===== config.mk =====
export PLATFORM = sky130hd
export DESIGN_NAME = hats_lane
export DESIGN_NICKNAME = d
export VERILOG_FILES = /design/src/hats_pkg.sv /design/src/hats_lane.sv
export SDC_FILE = /design/constraint.sdc
export NUM_CORES = 2
export LEC_CHECK = 0
export BUFFER_PORTS_ARGS = -buffer_cell sky130_fd_sc_hd__buf_4
export CAP_MARGIN = 40
export CORE_MARGIN = 2
export CORE_UTILIZATION = 40
export DETAILED_ROUTE_END_ITERATION = 10
export PLACE_DENSITY = 0.55
export RECOVER_POWER = 25
export SETUP_SLACK_MARGIN = 0.02
export SKIP_LAST_GASP = 1
export SYNTH_ARGS = -nofsm -noshare
export SYNTH_HDL_FRONTEND = slang
export SYNTH_SLANG_ARGS = --single-unit

===== constraint.sdc =====
create_clock -name i_clk -period 6.35 [get_ports i_clk]
set_clock_uncertainty 0.15 [all_clocks]
set_input_delay 0 -clock i_clk [delete_from_list [all_inputs] [get_ports i_clk]]
set_output_delay 0 -clock i_clk [all_outputs]
set_load 0.01 [all_outputs]

===== src/hats_pkg.sv =====
// ----------------------------------------------------------------------------
// hats_pkg
// Shared constants, stage map and the sRGB encode threshold table.
// ----------------------------------------------------------------------------
package hats_pkg;

    localparam int TABLE_FRAC_BITS = 12;
    localparam int EXP_W           = 16;
    localparam int EXP_FRAC_BITS   = 12;
    localparam logic [EXP_W-1:0] EXPOSURE_RESET = 16'd7373;

    localparam int V_W       = TABLE_FRAC_BITS + 1;
    localparam int TH_W      = TABLE_FRAC_BITS + 2;
    localparam int DIV_STEPS = TABLE_FRAC_BITS + 1;
    localparam int SRCH_STEPS = 8;
    localparam logic [V_W-1:0] TABLE_ONE = V_W'(1) << TABLE_FRAC_BITS;

    // stage map
    localparam int ST_MUL  = 0;
    localparam int ST_CMP  = 1;
    localparam int ST_DIV  = 2;
    localparam int ST_RND  = ST_DIV + DIV_STEPS;
    localparam int ST_SRCH = ST_RND + 1;
    localparam int NSTG    = ST_SRCH + SRCH_STEPS;

    typedef struct packed {
        logic [NSTG-1:0] en;
    } t_stage_ctl;

    localparam int BIG_W = 320;
    typedef logic [TH_W-1:0] t_th_tab [256];
    localparam logic [TH_W-1:0] TH_NONE = TH_W'(TABLE_ONE) + TH_W'(1);

    // (400k+5410)^12 * 32^TABLE_FRAC_BITS
    function automatic logic [BIG_W-1:0] big_thr(input int unsigned k);
        logic [BIG_W-1:0] r;
        r = BIG_W'(1);
        for (int i = 0; i < 12; i++) begin
            r = r * BIG_W'(400 * k + 5410);
        end
        for (int i = 0; i < TABLE_FRAC_BITS; i++) begin
            r = r * BIG_W'(32);
        end
        return r;
    endfunction

    // th[k] = smallest code v whose encoded byte is at least k
    function automatic t_th_tab build_thresholds();
        t_th_tab th;
        logic [BIG_W-1:0] c;
        logic [BIG_W-1:0] lhs;
        logic [BIG_W-1:0] rhs;
        int unsigned k;
        int unsigned b;
        int unsigned hi;
        longint unsigned lb;
        for (int j = 0; j < 256; j++) begin
            th[j] = TH_NONE;
        end
        th[0] = '0;
        c = BIG_W'(1);
        for (int i = 0; i < 12; i++) begin
            c = c * BIG_W'(107610);
        end
        k   = 1;
        rhs = big_thr(1);
        hi  = 0;
        for (int unsigned v = 0; v <= (1 << TABLE_FRAC_BITS); v++) begin
            if (64'(v) * 64'd10000000 <= (64'd31308 << TABLE_FRAC_BITS)) begin
                // rounded linear segment, quotient found by counting up
                lb = 64'd65892 * 64'(v) + (64'd10 << TABLE_FRAC_BITS);
                b  = 0;
                while (b < 255 && 64'(b + 1) * (64'd20 << TABLE_FRAC_BITS) <= lb) begin
                    b++;
                end
            end else begin
                lhs = c;
                for (int i = 0; i < 5; i++) begin
                    lhs = lhs * BIG_W'(v);
                end
                while (k <= 255 && lhs >= rhs) begin
                    k++;
                    if (k <= 255) begin
                        rhs = big_thr(k);
                    end
                end
                b = k - 1;
            end
            for (int unsigned j = hi + 1; j <= b; j++) begin
                th[j] = TH_W'(v);
            end
            if (b > hi) begin
                hi = b;
            end
        end
        return th;
    endfunction

    localparam t_th_tab TH_TAB = build_thresholds();

endpackage


===== src/hats_lane.sv =====
// ----------------------------------------------------------------------------
// hats_lane
// One color channel: exposure multiply, bit-serial pipelined divide by the
// sample count, rounding/clamp, and an 8-step pipelined threshold search.
// ----------------------------------------------------------------------------
module hats_lane #(
    parameter int SUM_W     = 36,
    parameter int CNT_W     = 16,
    parameter int FRAC_BITS = 12
) (
    input  logic                        i_clk,
    input  hats_pkg::t_stage_ctl        i_ctl,
    input  logic [SUM_W-1:0]            i_sum,
    input  logic [CNT_W-1:0]            i_cnt,
    input  logic [hats_pkg::EXP_W-1:0]  i_gain,
    output logic [7:0]                  o_byte
);
    import hats_pkg::*;

    localparam int P_W   = SUM_W + EXP_W;
    localparam int SH    = FRAC_BITS + EXP_FRAC_BITS;
    localparam int D_W   = CNT_W + SH;
    localparam int CMP_W = (P_W > D_W) ? P_W : D_W;

    logic [P_W-1:0] r_prod;
    logic [D_W-1:0] r_den0;

    logic [D_W-1:0]       r_rem  [DIV_STEPS];
    logic [DIV_STEPS-1:0] r_quo  [DIV_STEPS+1];
    logic [D_W-1:0]       r_den  [DIV_STEPS];
    logic                 r_over [DIV_STEPS+1];

    logic [V_W-1:0] r_v   [SRCH_STEPS];
    logic [7:0]     r_acc [SRCH_STEPS+1];

    logic           n_over;
    logic [V_W:0]   n_qr;
    logic [V_W-1:0] n_v;

    always_ff @(posedge i_clk) begin
        if (i_ctl.en[ST_MUL]) begin
            r_prod <= P_W'(i_sum) * P_W'(i_gain);
            r_den0 <= D_W'(i_cnt) << SH;
        end
    end

    assign n_over = CMP_W'(r_prod) >= CMP_W'(r_den0);

    always_ff @(posedge i_clk) begin
        if (i_ctl.en[ST_CMP]) begin
            r_over[0] <= n_over;
            r_rem[0]  <= n_over ? '0 : r_prod[D_W-1:0];
            r_quo[0]  <= '0;
            r_den[0]  <= r_den0;
        end
    end

    for (genvar i = 0; i < DIV_STEPS; i++) begin : g_div
        logic [D_W:0] n_rs;
        logic         n_ge;
        assign n_rs = {r_rem[i], 1'b0};
        assign n_ge = n_rs >= {1'b0, r_den[i]};
        always_ff @(posedge i_clk) begin
            if (i_ctl.en[ST_DIV+i]) begin
                r_quo[i+1]  <= {r_quo[i][DIV_STEPS-2:0], n_ge};
                r_over[i+1] <= r_over[i];
            end
        end
        if (i < DIV_STEPS - 1) begin : g_fwd
            logic [D_W-1:0] n_df;
            assign n_df = n_rs[D_W-1:0] - r_den[i];
            always_ff @(posedge i_clk) begin
                if (i_ctl.en[ST_DIV+i]) begin
                    r_rem[i+1] <= n_ge ? n_df : n_rs[D_W-1:0];
                    r_den[i+1] <= r_den[i];
                end
            end
        end
    end

    assign n_qr = ({1'b0, r_quo[DIV_STEPS]} + (V_W+1)'(1)) >> 1;
    assign n_v  = (r_over[DIV_STEPS] || n_qr > (V_W+1)'(TABLE_ONE)) ?
                  TABLE_ONE : n_qr[V_W-1:0];

    always_ff @(posedge i_clk) begin
        if (i_ctl.en[ST_RND]) begin
            r_v[0]   <= n_v;
            r_acc[0] <= '0;
        end
    end

    for (genvar j = 0; j < SRCH_STEPS; j++) begin : g_srch
        logic [7:0] n_cand;
        logic       n_hit;
        assign n_cand = r_acc[j] | (8'd1 << (SRCH_STEPS - 1 - j));
        assign n_hit  = TH_TAB[n_cand] <= {1'b0, r_v[j]};
        always_ff @(posedge i_clk) begin
            if (i_ctl.en[ST_SRCH+j]) begin
                r_acc[j+1] <= n_hit ? n_cand : r_acc[j];
            end
        end
        if (j < SRCH_STEPS - 1) begin : g_fwd
            always_ff @(posedge i_clk) begin
                if (i_ctl.en[ST_SRCH+j]) begin
                    r_v[j+1] <= r_v[j];
                end
            end
        end
    end

    assign o_byte = r_acc[SRCH_STEPS];

endmodule


==> results_dict.tcl <==
set metrics [dict create \
    cts_root_buf "clkbuf_16" \
    cts_buffers 105 \
    clock_latency_ns 0.73 \
    syn2layout_area_growth_pct 12.1 \
    gp_congestion 0.874 \
    synthTopCellsByCount "edfxtp_1 (963), inv_1 (906), nand2_1 (602)" \
    fillCellCount 15400 \
    clk_pin_slew_ns 0.06 \
    ys_seq_area_share_pct 43.6 \
    cts.sinks 963 \
    port_buffers 100 \
    slew_headroom_pct 23.2 \
    ant_nets 0 \
    routed_wl_mm 143 \
    synth_top_area_share_pct 43.6 \
    vias 43100 \
    min-delay-start "i_gain[1]" \
    dr_wl_met3_mm 4.87 \
    synth_area_leaders "edfxtp_1 (44%), fa_1 (15%), ha_1 (8.7%), inv_1 (5.1%), nand2_1 (3.4%)" \
    wl_per_cell_um 16.8 \
    power_mw 41.6 \
    grt_pass1_wl_mm 234 \
    grt_usage_pct 17.1 \
    critPathMaxFanout 13 \
    synth_edf_count 963 \
    max_freq_ghz 0.164 \
    drc 0 \
    crit_arrival_ns 6.38 \
    hold_slack_ns 0.156 \
    synth_area_leader_cell "edfxtp_1" \
    wl_met1_mm 61.6 \
    netlist_area_um2 66300 \
    synth_fp_nets 7025 \
    postSynth.asyncResetShare_pct 0 \
    clk_path_buf_depth 3 \
    final_cell_area_um2 74300 \
    first_iter_violations 2589 \
    drv_cap 0 \
    drv_slew 0 \
    highest_layer "met4" \
    fin_crit_sh_pct 95.8 \
    initial_core_util_pct 40.2 \
    status "finished clean" \
    reg2reg_from "r_acc[0][58]" \
    ir_drop_v 0.00112 \
    critical_path_class "primary input to flop" \
    crit_start "i_sum[2]" \
    finalHoldViolations 0 \
    dieWidth_um 411 \
    synthDistinctLibCells 95 \
    dpl_cell_area_um2 70300 \
    drive_gt1_share_pct 8.81 \
    drt-vias-per-instance 5.08 \
    p_leak_nw 31.6 \
    period_needed_ns 6.08 \
    num_io_pins 101 \
    die_h_um 411 \
    synthFlopType "edfxtp_1" \
    powerDensity_nw_per_um2 560 \
    syn-instance-count 5986 \
    dr.pass1.iters 5 \
    synth-seq-cells 963 \
    finalSetupViolations 0 \
    cp-end-kind "flop" \
    die_area_um2 169000 \
    antenna_found_initial 1 \
    synth_most_common_cell "edfxtp_1" \
    htreeDepth 3 \
    tns_ns 0 \
    multi_input_area_um2 33100 \
    core-area_um2 165000 \
    cp.required_ns 6.64 \
    grt-ovfl-total 0 \
    ff_latch_area_um2 28900 \
    utilization_pct 45.1 \
    syn_area_per_cell_um2 11.1 \
    rows 149 \
    worst_pin_slew_ns 1.15 \
    nets 7252 \
    grt_pass1_vias 44500 \
    cp-start-kind "primary input" \
    rsz0062_at_grt "no" \
    synth_warnings 0 \
    cts_tree "built" \
    hp-class "primary input to flop" \
    hpwl_mm 112 \
    wl_met2_mm 72.4 \
    grt_max_degree 71 \
]
-- where the power goes --
part           switching (mW)  leakage (nW)  internal, mW  total (mW)
clock                    2.49          1.61          3.34        5.83
sequential              0.586          9.47          9.28        9.87
combinational            14.2          20.5          11.7        25.9
total                    17.3          31.6          24.3        41.6
-- cells in the final DEF, fill, tap and decap left out, drive strengths merged, types with 12 or more instances in the layout --
master       count
o211ai          25
buf            265
nand2          603
a31o            13
o21ai          275
nand3           57
nor3            73
a21oi          272
and3            26
clkinv          49
nand2b          41
mux2            95
a31oi           41
clkbuf         136
nor2b           66
inv            912
nor4            48
nor4b           13
and2           288
o21a            47
dlygate4sd3     63
xor2            90
or3             14
o22ai           12
nor2           254
edfxtp         963
a211oi          46
fa             486
a21o           102
mux2i           32
ha             460
nand4           52
xnor2          106
o31a            12
o21bai          28
a21boi          27
o31ai           19
-- registers in the layout (all words and copies together), names as in the netlist --
signal  count
r_over     14
r_den0     16
r_prod     52
r_rem     442
r_den     208
r_quo      91
r_v       104
r_acc      36
-- worst max-delay path: stages --
cell and delay (ns):
dlygate4sd3_1 0.54, buf_4 0.16, buf_12 0.14, and2_1 0.19
fa_1 0.54, inv_1 0.06, fa_1 0.41, inv_1 0.06
ha_1 0.13, inv_1 0.06, fa_1 0.53, inv_1 0.05
fa_1 0.50, inv_1 0.06, fa_1 0.53, inv_1 0.04
ha_1 0.31, buf_4 0.16, a21oi_1 0.12, o21a_1 0.15
o21ai_0 0.08, a21oi_1 0.43, o2111ai_1 0.32, nand3b_1 0.19
a21oi_1 0.09, buf_4 0.16, a31o_2 0.23, xnor2_1 0.11
-- cell type report --
type | count | area share (%)
repair buffers | 337 | 3.72
clock buffers | 127 | 3.65
inverters | 911 | 4.60
diodes | 1 | 0.00337
clock inverters | 58 | 0.820
flip-flops and latches | 963 | 38.9
well taps | 2189 | 3.69
multi-input cells | 3895 | 44.6
-- per-layer routing --
layer	GRT usage, %	up-vias
li1	-	20900
met1	21.9	21200
met5	0	-
met2	30.1	740
met4	5.46	0
met3	1.91	226
-- final timing paths --
path             endpoint  slack (ns)  cells past startpoint
max            r_prod[51]        0.27                     28
min             r_prod[2]        0.16                      5
max reg2reg  r_acc[0][64]        2.11                     18
min reg2reg  r_quo[1][43]        0.23                      0
-- stage by stage --
| step | worst slack [ns] | cells |
|---|---|---|
| final | 0.266 | 8481 |
| after floorplan | 0.0964 | 5986 |
| after detailed placement | -0.0666 | 8232 |
| after global placement | -0.0315 | 8228 |
| after CTS | 0.273 | 8480 |
| after global routing | 0.0110 | 8481 |
-- logic make-up after synthesis --
kind of cell	synth area share, %
simple gates	11.8
buf+inv	6.46
compound gates	9.76
flops	43.6
fa+ha+maj	23.4
xor+xnor	2.59
mux	2.37
-- timing repair --
action,4_1_cts,5_1_grt
hold buffers,63,0
setup buffers,0,0
hold endpoints to repair,982,0
gates resized for setup,0,3
endpoints found under the setup margin,0,4
Note: power is estimated with default switching activity, not from simulation.
